File: config.mk
export PLATFORM = sky130hd
export DESIGN_NAME = polyphonic_dds_synth
export DESIGN_NICKNAME = d
export VERILOG_FILES = /design/src/pdds_pkg.sv /design/src/pdds_ram.sv /design/src/pdds_ctrl.sv /design/src/pdds_dp.sv /design/src/polyphonic_dds_synth.sv
export SDC_FILE = /design/constraint.sdc
export NUM_CORES = 1
export LEC_CHECK = 0
export ABC_CLOCK_PERIOD_IN_PS = 10200
export BUFFER_PORTS_ARGS = -buffer_cell sky130_fd_sc_hd__buf_4
export CORE_MARGIN = 2
export CORE_UTILIZATION = 60
export DETAILED_ROUTE_END_ITERATION = 10
export PLACE_DENSITY = 0.78
export SKIP_LAST_GASP = 1
export SLEW_MARGIN = 40
export SYNTH_ARGS = -nofsm -noshare
export SYNTH_HDL_FRONTEND = slang
export SYNTH_SLANG_ARGS = --single-unit
export TNS_END_PERCENT = 30
File: constraint.sdc
create_clock -name clk -period 10.2 [get_ports clk]
set_input_delay 0.51 -clock clk [delete_from_list [all_inputs] [get_ports clk]]
set_output_delay 0.51 -clock clk [all_outputs]
set_load 0.005 [all_outputs]
File: src/pdds_pkg.sv
package pdds_pkg;

	localparam int SLOTS_DEFAULT = 8;

	typedef enum logic [1:0] {
		OP_TICK = 2'd0,
		OP_ON   = 2'd1,
		OP_OFF  = 2'd2
	} op_t;

	typedef enum logic [1:0] {
		WAVE_SQUARE   = 2'd0,
		WAVE_TRIANGLE = 2'd1,
		WAVE_SAW      = 2'd2,
		WAVE_SINE     = 2'd3
	} wave_t;

	typedef enum logic [2:0] {
		S_IDLE,
		S_SWEEP,
		S_DRAIN,
		S_EMIT,
		S_SCAN
	} ctrl_state_t;

	typedef struct packed {
		logic [15:0] phase;
		logic [14:0] step;
		logic [1:0]  voice;
		logic [6:0]  note;
	} slot_t;

	typedef struct packed {
		logic load;
		logic rd;
		logic cnt_inc;
		logic wr_idle;
		logic wr_rot;
		logic out_load;
	} ctrl_cmd_t;

	typedef struct packed {
		op_t  op;
		logic cnt_last;
		logic slot_idle;
		logic pipe_busy;
		logic out_free;
	} dp_status_t;

	localparam logic [15:0] LEVEL_HIGH = 16'h1000;
	localparam logic [15:0] LEVEL_LOW  = 16'hF000;
	localparam logic [15:0] TRI_PEAK   = 16'h3000;

	localparam logic [14:0] STEP_TABLE [128] = '{
		15'd17, 15'd18, 15'd19, 15'd20, 15'd22, 15'd23, 15'd24, 15'd26,
		15'd27, 15'd29, 15'd31, 15'd32, 15'd34, 15'd36, 15'd38, 15'd41,
		15'd43, 15'd46, 15'd48, 15'd51, 15'd54, 15'd58, 15'd61, 15'd65,
		15'd69, 15'd73, 15'd77, 15'd82, 15'd86, 15'd92, 15'd97, 15'd103,
		15'd109, 15'd115, 15'd122, 15'd129, 15'd137, 15'd145, 15'd154, 15'd163,
		15'd173, 15'd183, 15'd194, 15'd206, 15'd218, 15'd231, 15'd244, 15'd259,
		15'd274, 15'd291, 15'd308, 15'd326, 15'd346, 15'd366, 15'd388, 15'd411,
		15'd435, 15'd461, 15'd489, 15'd518, 15'd549, 15'd581, 15'd616, 15'd652,
		15'd691, 15'd732, 15'd776, 15'd822, 15'd871, 15'd923, 15'd978, 15'd1036,
		15'd1097, 15'd1163, 15'd1232, 15'd1305, 15'd1383, 15'd1465, 15'd1552, 15'd1644,
		15'd1742, 15'd1845, 15'd1955, 15'd2071, 15'd2195, 15'd2325, 15'd2463, 15'd2610,
		15'd2765, 15'd2930, 15'd3104, 15'd3288, 15'd3484, 15'd3691, 15'd3910, 15'd4143,
		15'd4389, 15'd4650, 15'd4927, 15'd5220, 15'd5530, 15'd5859, 15'd6207, 15'd6577,
		15'd6968, 15'd7382, 15'd7821, 15'd8286, 15'd8779, 15'd9301, 15'd9854, 15'd10440,
		15'd11060, 15'd11718, 15'd12415, 15'd13153, 15'd13935, 15'd14764, 15'd15642,
		15'd16572, 15'd17557, 15'd18601, 15'd19708, 15'd20879, 15'd22121, 15'd23436,
		15'd24830, 15'd26306
	};

	// First half of one sine period; the second half is its negation.
	localparam logic [13:0] HALF_SINE [128] = '{
		14'd0, 14'd201, 14'd402, 14'd603, 14'd803, 14'd1003, 14'd1202, 14'd1401,
		14'd1598, 14'd1795, 14'd1990, 14'd2185, 14'd2378, 14'd2570, 14'd2760, 14'd2948,
		14'd3135, 14'd3320, 14'd3503, 14'd3683, 14'd3862, 14'd4038, 14'd4212, 14'd4383,
		14'd4551, 14'd4717, 14'd4880, 14'd5040, 14'd5197, 14'd5351, 14'd5501, 14'd5649,
		14'd5793, 14'd5933, 14'd6070, 14'd6203, 14'd6333, 14'd6458, 14'd6580, 14'd6698,
		14'd6811, 14'd6921, 14'd7027, 14'd7128, 14'd7225, 14'd7317, 14'd7405, 14'd7489,
		14'd7568, 14'd7643, 14'd7713, 14'd7779, 14'd7839, 14'd7895, 14'd7946, 14'd7993,
		14'd8035, 14'd8071, 14'd8103, 14'd8130, 14'd8153, 14'd8170, 14'd8182, 14'd8190,
		14'd8192, 14'd8190, 14'd8182, 14'd8170, 14'd8153, 14'd8130, 14'd8103, 14'd8071,
		14'd8035, 14'd7993, 14'd7946, 14'd7895, 14'd7839, 14'd7779, 14'd7713, 14'd7643,
		14'd7568, 14'd7489, 14'd7405, 14'd7317, 14'd7225, 14'd7128, 14'd7027, 14'd6921,
		14'd6811, 14'd6698, 14'd6580, 14'd6458, 14'd6333, 14'd6203, 14'd6070, 14'd5933,
		14'd5793, 14'd5649, 14'd5501, 14'd5351, 14'd5197, 14'd5040, 14'd4880, 14'd4717,
		14'd4551, 14'd4383, 14'd4212, 14'd4038, 14'd3862, 14'd3683, 14'd3503, 14'd3320,
		14'd3135, 14'd2948, 14'd2760, 14'd2570, 14'd2378, 14'd2185, 14'd1990, 14'd1795,
		14'd1598, 14'd1401, 14'd1202, 14'd1003, 14'd803, 14'd603, 14'd402, 14'd201
	};

	// All arithmetic is modulo 2^16, which matches the wrapped sum.
	function automatic logic [15:0] wave_sample(wave_t shape, logic [15:0] p);
		logic [15:0] quarter;
		logic [15:0] eighth;
		logic [15:0] sine_mag;
		logic [15:0] res;
		quarter  = {2'b00, p[15:2]};
		eighth   = {3'b000, p[15:3]};
		sine_mag = {2'b00, HALF_SINE[p[14:8]]};
		unique case (shape)
			WAVE_SQUARE:   res = p[15] ? LEVEL_HIGH : LEVEL_LOW;
			WAVE_TRIANGLE: res = p[15] ? (TRI_PEAK - quarter) : (LEVEL_LOW + quarter);
			WAVE_SAW:      res = LEVEL_LOW + eighth;
			WAVE_SINE:     res = p[15] ? (16'd0 - sine_mag) : sine_mag;
		endcase
		return res;
	endfunction

endpackage

File: src/pdds_ram.sv
module pdds_ram #(
	parameter int WIDTH = 40,
	parameter int DEPTH = 8
) (
	input  logic                                   clk,
	input  logic                                   we,
	input  logic [(DEPTH > 1 ? $clog2(DEPTH) : 1)-1:0] waddr,
	input  logic [WIDTH-1:0]                       wdata,
	input  logic                                   re,
	input  logic [(DEPTH > 1 ? $clog2(DEPTH) : 1)-1:0] raddr,
	output logic [WIDTH-1:0]                       rdata
);

	logic [WIDTH-1:0] mem [DEPTH];

	always_ff @(posedge clk) begin
		if (we) begin
			mem[waddr] <= wdata;
		end
		if (re) begin
			rdata <= mem[raddr];
		end
	end

endmodule

File: src/pdds_ctrl.sv
module pdds_ctrl
	import pdds_pkg::*;
(
	input  logic       clk,
	input  logic       arst_n,
	input  logic       item_valid,
	input  logic [1:0] operation,
	input  dp_status_t st,
	output logic       item_ready,
	output ctrl_cmd_t  cmd
);

	ctrl_state_t state_q, state_d;

	always_ff @(posedge clk or negedge arst_n) begin
		if (!arst_n) begin
			state_q <= S_IDLE;
		end else begin
			state_q <= state_d;
		end
	end

	always_comb begin
		state_d    = state_q;
		cmd        = '0;
		item_ready = 1'b0;
		unique case (state_q)
			S_IDLE: begin
				item_ready = 1'b1;
				if (item_valid) begin
					cmd.load = 1'b1;
					if (operation == OP_TICK || operation == OP_OFF) begin
						state_d = S_SWEEP;
					end else if (operation == OP_ON) begin
						state_d = S_SCAN;
					end
				end
			end
			S_SWEEP: begin
				cmd.rd      = 1'b1;
				cmd.cnt_inc = 1'b1;
				if (st.cnt_last) begin
					state_d = S_DRAIN;
				end
			end
			S_DRAIN: begin
				if (!st.pipe_busy) begin
					state_d = (st.op == OP_TICK) ? S_EMIT : S_IDLE;
				end
			end
			S_EMIT: begin
				if (st.out_free) begin
					cmd.out_load = 1'b1;
					state_d      = S_IDLE;
				end
			end
			S_SCAN: begin
				// The lowest idle slot wins; with none idle the round-robin slot is taken.
				priority if (st.slot_idle) begin
					cmd.wr_idle = 1'b1;
					state_d     = S_IDLE;
				end else if (st.cnt_last) begin
					cmd.wr_rot = 1'b1;
					state_d    = S_IDLE;
				end else begin
					cmd.cnt_inc = 1'b1;
				end
			end
			default: begin
				state_d = S_IDLE;
			end
		endcase
	end

endmodule

File: src/pdds_dp.sv
module pdds_dp
	import pdds_pkg::*;
#(
	parameter int SLOTS = SLOTS_DEFAULT
) (
	input  logic        clk,
	input  logic        arst_n,
	input  logic [1:0]  operation,
	input  logic [1:0]  voice,
	input  logic [6:0]  note,
	input  logic [6:0]  velocity,
	input  logic        cfg_write,
	input  logic [1:0]  cfg_index,
	input  logic [1:0]  cfg_data,
	input  ctrl_cmd_t   cmd,
	output dp_status_t  st,
	input  logic        sample_ready,
	output logic        sample_valid,
	output logic [15:0] sample
);

	localparam int AW = SLOTS > 1 ? $clog2(SLOTS) : 1;
	localparam int SW = $bits(slot_t);
	localparam logic [AW-1:0] LAST_SLOT = AW'(SLOTS - 1);

	wave_t          wave_q [4];
	logic [SLOTS-1:0] active_q;
	logic [AW-1:0]  rot_q;
	logic [AW-1:0]  cnt_q;
	op_t            op_q;
	logic [1:0]     voice_q;
	logic [6:0]     note_q;
	logic           vel_nz_q;

	logic           v_s1_q;
	logic [AW-1:0]  addr_s1_q;
	logic           v_s2_q;
	logic [15:0]    phase_s2_q;
	wave_t          shape_s2_q;

	logic [15:0]    sum_q;
	logic           sample_valid_q;
	logic [15:0]    sample_q;

	logic [SW-1:0]  rd_raw;
	slot_t          rd_slot;
	slot_t          new_slot;
	slot_t          wr_slot;
	logic [AW-1:0]  waddr;
	logic           we;
	logic [AW-1:0]  pick;
	logic [15:0]    next_phase;
	logic           tick_wb;
	logic           off_hit;
	logic           on_wr;

	assign rd_slot    = slot_t'(rd_raw);
	assign next_phase = rd_slot.phase + {1'b0, rd_slot.step};
	assign tick_wb    = v_s1_q && (op_q == OP_TICK);
	assign off_hit    = v_s1_q && (op_q == OP_OFF) && (rd_slot.voice == voice_q)
		&& (rd_slot.note == note_q);
	assign on_wr      = cmd.wr_idle || cmd.wr_rot;
	assign pick       = cmd.wr_idle ? cnt_q : rot_q;

	always_comb begin
		new_slot.phase = '0;
		new_slot.step  = STEP_TABLE[note_q];
		new_slot.voice = voice_q;
		new_slot.note  = note_q;
		wr_slot        = rd_slot;
		wr_slot.phase  = next_phase;
		waddr          = addr_s1_q;
		we             = tick_wb;
		if (on_wr) begin
			wr_slot = new_slot;
			waddr   = pick;
			we      = 1'b1;
		end
	end

	pdds_ram #(
		.WIDTH(SW),
		.DEPTH(SLOTS)
	) u_slot_ram (
		.clk  (clk),
		.we   (we),
		.waddr(waddr),
		.wdata(SW'(wr_slot)),
		.re   (cmd.rd),
		.raddr(cnt_q),
		.rdata(rd_raw)
	);

	always_ff @(posedge clk or negedge arst_n) begin
		if (!arst_n) begin
			wave_q[0] <= WAVE_SQUARE;
			wave_q[1] <= WAVE_TRIANGLE;
			wave_q[2] <= WAVE_SAW;
			wave_q[3] <= WAVE_SINE;
		end else if (cfg_write) begin
			wave_q[cfg_index] <= wave_t'(cfg_data);
		end
	end

	always_ff @(posedge clk or negedge arst_n) begin
		if (!arst_n) begin
			active_q       <= '0;
			rot_q          <= '0;
			cnt_q          <= '0;
			v_s1_q         <= 1'b0;
			v_s2_q         <= 1'b0;
			sample_valid_q <= 1'b0;
		end else begin
			if (cmd.load) begin
				cnt_q <= '0;
			end else if (cmd.cnt_inc) begin
				cnt_q <= cnt_q + 1'b1;
			end
			// Only active slots enter the tick pipeline; note-off checks every slot.
			v_s1_q <= cmd.rd && ((op_q != OP_TICK) || active_q[cnt_q]);
			v_s2_q <= tick_wb;
			if (off_hit) begin
				active_q[addr_s1_q] <= 1'b0;
			end
			if (on_wr) begin
				active_q[pick] <= vel_nz_q;
				rot_q          <= (pick == LAST_SLOT) ? '0 : pick + 1'b1;
			end
			if (cmd.out_load) begin
				sample_valid_q <= 1'b1;
			end else if (sample_ready) begin
				sample_valid_q <= 1'b0;
			end
		end
	end

	always_ff @(posedge clk) begin
		if (cmd.load) begin
			op_q     <= op_t'(operation);
			voice_q  <= voice;
			note_q   <= note;
			vel_nz_q <= (velocity != '0);
		end
		addr_s1_q  <= cnt_q;
		phase_s2_q <= next_phase;
		shape_s2_q <= wave_q[rd_slot.voice];
		if (cmd.load) begin
			sum_q <= '0;
		end else if (v_s2_q) begin
			sum_q <= sum_q + wave_sample(shape_s2_q, phase_s2_q);
		end
		if (cmd.out_load) begin
			sample_q <= sum_q;
		end
	end

	assign st.op        = op_q;
	assign st.cnt_last  = (cnt_q == LAST_SLOT);
	assign st.slot_idle = !active_q[cnt_q];
	assign st.pipe_busy = v_s1_q || v_s2_q;
	assign st.out_free  = !sample_valid_q || sample_ready;

	assign sample_valid = sample_valid_q;
	assign sample       = sample_q;

	a_idle_pick: assert property (@(posedge clk) disable iff (!arst_n)
		cmd.wr_idle |-> !active_q[cnt_q])
		else $error("note-on claimed a slot that is still active");

	a_on_marks: assert property (@(posedge clk) disable iff (!arst_n)
		(on_wr && vel_nz_q) |=> active_q[$past(pick)])
		else $error("note-on with velocity did not activate its slot");

	a_emit_drained: assert property (@(posedge clk) disable iff (!arst_n)
		cmd.out_load |-> (!v_s1_q && !v_s2_q))
		else $error("sample emitted before the slot sweep drained");

	a_rot_range: assert property (@(posedge clk) disable iff (!arst_n)
		rot_q <= LAST_SLOT)
		else $error("round-robin pointer beyond the last slot");

endmodule

File: src/polyphonic_dds_synth.sv
// Polyphonic oscillator bank: SLOTS phase-accumulator slots shared by four voices, each
// voice with a waveform register (square, triangle, sawtooth or sine). Items are taken
// one at a time. A tick walks the slot memory one slot per cycle through a single read
// port, updates each active slot's phase and returns the wrapped 16-bit mix. The pipeline
// must drain before the mix is final; the mix then enters the output register once the
// previous sample has been taken, and only then can the next item be accepted. A note-off
// makes the same walk and drain without a result. A note-on scans the active flags one
// slot per cycle for the lowest idle slot, taking the round-robin slot if none is idle.
// A finished sample waits in an output register while the next request is accepted.
// Slot data needs no clearing after reset; waveform registers may be written whenever
// the block is idle.
module polyphonic_dds_synth
	import pdds_pkg::*;
#(
	parameter int SLOTS = SLOTS_DEFAULT
) (
	input  logic        clk,
	input  logic        arst_n,
	input  logic        item_valid,
	output logic        item_ready,
	input  logic [1:0]  operation,
	input  logic [1:0]  voice,
	input  logic [6:0]  note,
	input  logic [6:0]  velocity,
	output logic        sample_valid,
	input  logic        sample_ready,
	output logic [15:0] sample,
	input  logic        cfg_write,
	input  logic [1:0]  cfg_index,
	input  logic [1:0]  cfg_data
);

	ctrl_cmd_t  cmd;
	dp_status_t st;

	pdds_ctrl u_ctrl (
		.clk       (clk),
		.arst_n    (arst_n),
		.item_valid(item_valid),
		.operation (operation),
		.st        (st),
		.item_ready(item_ready),
		.cmd       (cmd)
	);

	pdds_dp #(
		.SLOTS(SLOTS)
	) u_dp (
		.clk         (clk),
		.arst_n      (arst_n),
		.operation   (operation),
		.voice       (voice),
		.note        (note),
		.velocity    (velocity),
		.cfg_write   (cfg_write),
		.cfg_index   (cfg_index),
		.cfg_data    (cfg_data),
		.cmd         (cmd),
		.st          (st),
		.sample_ready(sample_ready),
		.sample_valid(sample_valid),
		.sample      (sample)
	);

endmodule
==> results of run 1 <==
-- power breakdown --
group | internal, mW | switching, mW
Clock | 0.881 | 0.691
Sequential | 2.75 | 0.303
Combinational | 1.57 | 2.56
-- logic make-up (layout without fill, tap and decap cells) --
group	Yosys count	count (layout)
AOI/OAI and AO/OA	452	452
xor gates and xnor gates	56	56
buffers and inverters	176	199
and+or+nand+nor	501	501
DFF	451	451
adders and majority gates	67	67
muxes	181	181
-- per-layer routing --
layer	global-route usage (%)	routed length [µm]
met5	0	0
met4	8.73	1720
met3	3.81	4540
met2	46.3	28300
met1	40.7	24200
-- cell type report --
class | count | area, µm² | area share, %
multi-input cells | 1257 | 9870 | 38.4
flip-flops and latches | 451 | 13100 | 50.8
repair buffers | 76 | 593 | 2.30
well taps | 518 | 648 | 2.52
clock buffers | 63 | 1200 | 4.67
inverters | 43 | 163 | 0.632
clock inverters | 17 | 180 | 0.700
-- synth_stat cells (10+ instances only) --
library cell / n / share of area [%]
nor2b_1: 32 / 0.85
nor3_1: 41 / 0.87
buf_1: 25 / 0.40
xnor2_1: 32 / 1.2
inv_1: 37 / 0.59
edfxtp_1: 388 / 49
o211ai_1: 34 / 1.1
nand2b_1: 31 / 0.82
clkbuf_1: 76 / 1.2
mux2i_1: 28 / 1.2
nand3_1: 29 / 0.61
a211oi_1: 25 / 0.79
a21oi_1: 99 / 2.1
mux4_2: 97 / 9.3
a21o_1: 13 / 0.41
xor2_1: 24 / 0.89
and2_1: 26 / 0.69
o21a_1: 10 / 0.32
nor2_1: 101 / 1.6
mux2_2: 53 / 2.5
nand2_1: 163 / 2.6
dfxtp_1: 35 / 3.0
ha_1: 64 / 3.4
a31oi_1: 24 / 0.64
dfrtp_1: 24 / 2.5
nand3b_1: 15 / 0.48
buf_2: 23 / 0.49
or3_1: 11 / 0.29
a311oi_1: 10 / 0.37
o21ai_0: 135 / 2.9
-- sequential cells by signal (all words and copies together) (netlist names), 2 cells and up --
signal	flops
u_dp.voice_q	2
u_dp.cnt_q	3
u_dp.note_q	7
u_dp.shape_s2_q	2
u_dp.u_slot_ram.rdata	40
u_dp.sample	16
u_dp.u_slot_ram.mem	320
u_dp.addr_s1_q	3
u_ctrl.state_q	3
u_dp.op_q	2
u_dp.phase_s2_q	14
u_dp.active_q	8
u_dp.sum_q	16
u_dp.wave_q	8
u_dp.rot_q	3
-- timing repair --
| item | 4_1_cts | 5_1_grt |
|---|---|---|
| hold endpoints to repair | 24 | 0 |
| hold buffers | 1 | 0 |
| endpoints found under the setup margin | 0 | 0 |
-- worst max path at each step --
stage | start | end | cells past startpoint
6_report | u_dp.phase_s2_q[9] | u_dp.sum_q[15] | 22
4_1_cts | u_dp.phase_s2_q[9] | u_dp.sum_q[15] | 23
3_5_place_dp | u_dp.phase_s2_q[9] | u_dp.sum_q[15] | 20
5_1_grt | u_dp.phase_s2_q[9] | u_dp.sum_q[15] | 22
3_3_place_gp | u_dp.phase_s2_q[8] | u_dp.sum_q[15] | 20
2_1_floorplan | u_dp.phase_s2_q[8] | u_dp.sum_q[15] | 25
-- metrics by stage --
| stage | util [%] | cells |
|---|---|---|
| after global routing | 66.4 | 2425 |
| after floorplan | - | 1884 |
| after global placement | 62.8 | 2343 |
| after detailed placement | 62.8 | 2343 |
| after CTS | 66.4 | 2424 |
| final | 66.4 | 2425 |
==> out/results.ini, run 1 <==
[sta]
finalClockSkew_ns=0.0228
post-route-min-period_ns=6.24
fmax_mhz=160
finalHoldViolCount=0
fin_setup_tns_ns=0
final_max_slew_viol_count=0
timing.final.crit_share_pct=61.2
setup_viol=0
rsz0062_at_grt=false
tightest_slew_ns=0.832
fin_hold_ws_ns=0.111
relSlewSlack_pct=44.5
finalWorstSetupSlack_ns=3.96

[detailed_routing]
drc=0
route.detailed.wl_per_inst_um=24.3
via_per_inst=6.72
drtAntennaViolNets=0
dr.pass1.iters=9
via_count=16300
dr.first_iter.drc_count=2313
routed_wl_mm=58.8

[clock_tree]
cts_tree=done
cts.sinks=451
post-cts-setup-buffer-count=0
clk_latency_ns=0.58
h-tree-depth=2
cts.reportedPaths.clkPinSlew_ns=0.06
cts_resized=0
max-clock-path-buffers=3
cts_inserted_buffers=44
clockRootBuffer=clkbuf_16

[floorplan]
coreArea_um2=38700
row_count=72
dieArea_um2=40900
start_util_pct=60.9
die_h_um=202
pin_count=45
die_w_um=202

[finish]
drive_above_1_share_pct=17.4
area_growth_pct=9.00
n_fill_cell=2781
most-common-layout-cells=edfxtp_1, nand2_1, o21ai_0
diodes=0
final_area_um2=25700
layout_commonest_cell=edfxtp_1
nets=1966

[setup_path]
reg2reg_depth=22
rrSetupSlack_ns=3.96
crit_buf_inv=2
critPathRequiredTime_ns=10.70
path_delay_family=compound AO/OA/AOI/OAI gates
r2r_start=u_dp.phase_s2_q[9]
worstPathArrival_ns=6.74
crit_top_cell=ha_1
cp_slowest_cell=ha_1
cp-start-kind=register
r2r_end=u_dp.sum_q[15]
worstSetupPathType=register to register
crit_path_end_kind=register
cpPeakStageDelay_ns=0.78
critPathMaxFanout=27
crit_chain=buf_4 > inv_1 > ha_1 > nor2b_1 > a211oi_1 > o21ai_0 > a21oi_1 > o311ai_2 > ha_1 > nand4_1 > o21ai_0 > xor2_1 > a21oi_1 > o21bai_1 > ha_1 > o31ai_1 > o31ai_1 > o41ai_1 > o21a_1 > nand3_1 > mux2_2 > nand3_1

[yosys]
synthArstFlopShare_pct=6.21
syn_area_um2=23600
synth-main-ff-cell=edfxtp_1
synthAdderAreaFrac_pct=3.60
synth.distinct_cells=85
synthMuxAreaShare_pct=13.2
synth_seq_cells=451
synth_xor_area_share_pct=2.08
synth_top_family_by_area=multiplexers
yosys.area_share.simple_pct=10.4
synth_compound_area_share_pct=12.3
synth_edf_count=388
syn_inst=1884
postSynthAreaPerCell_um2=12.5
synth_nets=1977
yosysWarnings=0
synth-seq-area-share_pct=55.3

[run]
max-cap-violations=0

[worst_hold_path]
hold_end=u_dp.note_q[5]
hold_depth=1
hold_class=primary input to register
min_from=note[5]

[pwr]
power.density_nw_per_um2=340
power_mw=8.76
leakage_nw=8.82
max-vdd-ir-drop_uv=242

[placed_design]
place_ws_ns=4.12
gp_congestion=0.999
place_area_um2=24300
dp_hpwl_mm=35.1
port_buffers=44

[global_route]
grtUsageTotal_pct=28.6
grt_overflow=0
grt_max_degree=80
antenna_found_initial=0
grt_pass1_vias=15700
grt_pass1_wl_mm=90.9

[outcome]
outcome=completed

Power figures use the tool's default switching activity.
==> inputs of run 2 (changes only) <==
- ABC_CLOCK_PERIOD_IN_PS: 10200 -> 5600
- CORE_UTILIZATION: 60 -> 57
- PLACE_DENSITY: 0.78 -> 0.77
- clock period: 10.2 -> 5.6 ns (I/O delays scaled with it)
==> out/results.ini, run 2 (same netlist as run 1, synthesis figures left out) <==
[global_route]
grt_pass1_wl_mm=92.5  ; was 90.9 mm
grt_overflow=0  ; unchanged
grtUsageTotal_pct=27.4  ; was 28.6%
grt_max_degree=79  ; was 80
grt_pass1_vias=15900  ; was 15700
antenna_found_initial=0  ; unchanged

[clock_tree]
cts.reportedPaths.clkPinSlew_ns=0.06  ; about the same
h-tree-depth=2  ; unchanged
cts.sinks=451  ; unchanged
cts_tree=done  ; unchanged
clk_latency_ns=0.56  ; was 0.58 ns
clockRootBuffer=clkbuf_16  ; unchanged
cts_inserted_buffers=44  ; unchanged
max-clock-path-buffers=3  ; unchanged

[setup_path]
crit_path_end_kind=register  ; unchanged
rrSetupSlack_ns=0.22  ; was 3.96 ns
worstPathArrival_ns=5.87  ; was 6.74 ns
worstSetupPathType=register to register  ; unchanged
cp-start-kind=register  ; unchanged
critPathRequiredTime_ns=6.10  ; was 10.70 ns
setup.worst_path.start=u_dp.phase_s2_q[9]  ; unchanged
r2r_start=u_dp.phase_s2_q[9]  ; unchanged
critPathMaxFanout=6  ; was 27

[sta]
final_max_slew_viol_count=0  ; unchanged
relSlewSlack_pct=42.8  ; was 44.5%
fmax_mhz=186  ; was 160 MHz
post-route-min-period_ns=5.38  ; was 6.24 ns
finalClockSkew_ns=0.0156  ; was 0.0228 ns
fin_hold_ws_ns=0.0311  ; was 0.111 ns
timing.final.crit_share_pct=96.0  ; was 61.2%
finalHoldViolCount=0  ; unchanged
setup_viol=0  ; unchanged
fin_setup_tns_ns=0  ; unchanged
tightest_slew_ns=0.849  ; was 0.832 ns
finalWorstSetupSlack_ns=0.221  ; was 3.96 ns
rsz0062_at_grt=true  ; was false

[worst_hold_path]
hold_class=primary input to register  ; unchanged
min_from=sample_ready  ; was note[5]

[finish]
layout_commonest_cell=edfxtp_1  ; unchanged
drive_above_1_share_pct=19.4  ; was 17.4%
diodes=0  ; unchanged
nets=2024  ; was 1966
top_regs=u_dp.u_slot_ram.mem (320), u_dp.u_slot_ram.rdata (40)  ; unchanged
final_area_um2=26300  ; was 25700 µm²
regMostFlops=u_dp.u_slot_ram.mem  ; unchanged
largest_reg_flops=320  ; unchanged
most-common-layout-cells=edfxtp_1, nand2_1, o21ai_0  ; unchanged
area_growth_pct=11.3  ; was 9.00%

[placed_design]
place_ws_ns=0.290  ; was 4.12 ns
gp_congestion=1.05  ; was 0.999
port_buffers=44  ; unchanged
place_area_um2=24700  ; was 24300 µm²
dp_hpwl_mm=36.6  ; was 35.1 mm

[pwr]
power_mw=16.3  ; was 8.76 mW
max-vdd-ir-drop_uv=354  ; was 242 µV
power.density_nw_per_um2=620  ; was 340 nW/µm²
leakage_nw=9.12  ; was 8.82 nW

[floorplan]
row_count=74  ; was 72
dieArea_um2=43100  ; was 40900 µm²
start_util_pct=57.8  ; was 60.9%
pin_count=45  ; unchanged
die_w_um=208  ; was 202 µm
die_h_um=208  ; was 202 µm
coreArea_um2=40800  ; was 38700 µm²

[detailed_routing]
drtAntennaViolNets=0  ; unchanged
drc=0  ; unchanged
routed_wl_mm=59.5  ; was 58.8 mm
dr.first_iter.drc_count=2148  ; was 2313
via_per_inst=6.53  ; was 6.72
route.detailed.wl_per_inst_um=23.8  ; was 24.3 µm
dr.pass1.iters=6  ; was 9
via_count=16300  ; about the same

[run]
max-cap-violations=0  ; unchanged

[outcome]
outcome=completed  ; unchanged

[run 2: cell count changes in the layout (fill, tap and decap cells not counted), sizes merged, moves of 3 or more]
| cell | delta |
|---|---|
| buf | +42 |
| clkbuf | -13 |
| clkinv | +14 |
| dlygate4sd3 | +16 |
| inv | -3 |
[run 2: stage by stage]
stage,utilization [%],std cells
2_1_floorplan,-,1884
3_3_place_gp,60.4,2400
3_5_place_dp,60.4,2400
4_1_cts,64.3,2497
5_1_grt,64.4,2497
6_report,64.4,2497
[run 2: path summary, 6_finish.rpt]
path / cells past startpoint / end
max in group asynchronous: 2 / u_dp.wave_q[3]
setup reg to reg: 21 / u_dp.sum_q[15]
hold / removal: 3 / u_dp.sample_valid
min in group asynchronous: 2 / u_dp.active_q[0]
hold reg to reg: 0 / u_dp.sample[13]
setup / recovery: 21 / u_dp.sum_q[15]
[run 2: what timing repair did]
action | CTS | global route
endpoints found under the hold margin | 49 | 0
resized for setup | 0 | 6
endpoints found under the setup margin | 0 | 2
hold buffers | 17 | 0
buffers inserted | 0 | 0
[run 2: metal layers]
layer,vias to the layer above,wire (µm),GRT usage (%)
met5,-,0,0
met4,0,1420,8.05
met3,101,4540,4.78
met2,758,28700,44.2
met1,8122,24900,38.7
li1,7334,-,-
[run 2: report_power, final]
group          internal, mW  switching [mW]
clock                  1.65            1.24
combinational          3.09            4.82
sequential             5.01           0.490
[run 2: cell type report]
class / instances / area, µm²
sequential: 451 / 13100
timing repair buffer: 134 / 1070
clock inverter: 30 / 236
fill: 2950 / 14500
clock buffer: 50 / 1180
multi-input combinational: 1257 / 9890
tap: 532 / 666
inverter: 43 / 164
[run 2: worst max-delay path, stage by stage, from the launching register on]
cell	delay [ns]
dfxtp_1	0.44
inv_1	0.10
ha_1	0.37
or3b_2	0.48
o311ai_0	0.13
a221oi_1	0.15
nor4_1	0.75
buf_4	0.25
nor3_1	0.05
a41oi_1	0.22
xor2_1	0.18
nand2_1	0.07
a31oi_1	0.24
ha_1	0.30
or2_2	0.32
o31ai_1	0.10
o31ai_1	0.15
o41ai_2	0.27
o21a_1	0.29
nand3_1	0.11
mux2_2	0.28
nand3_1	0.08
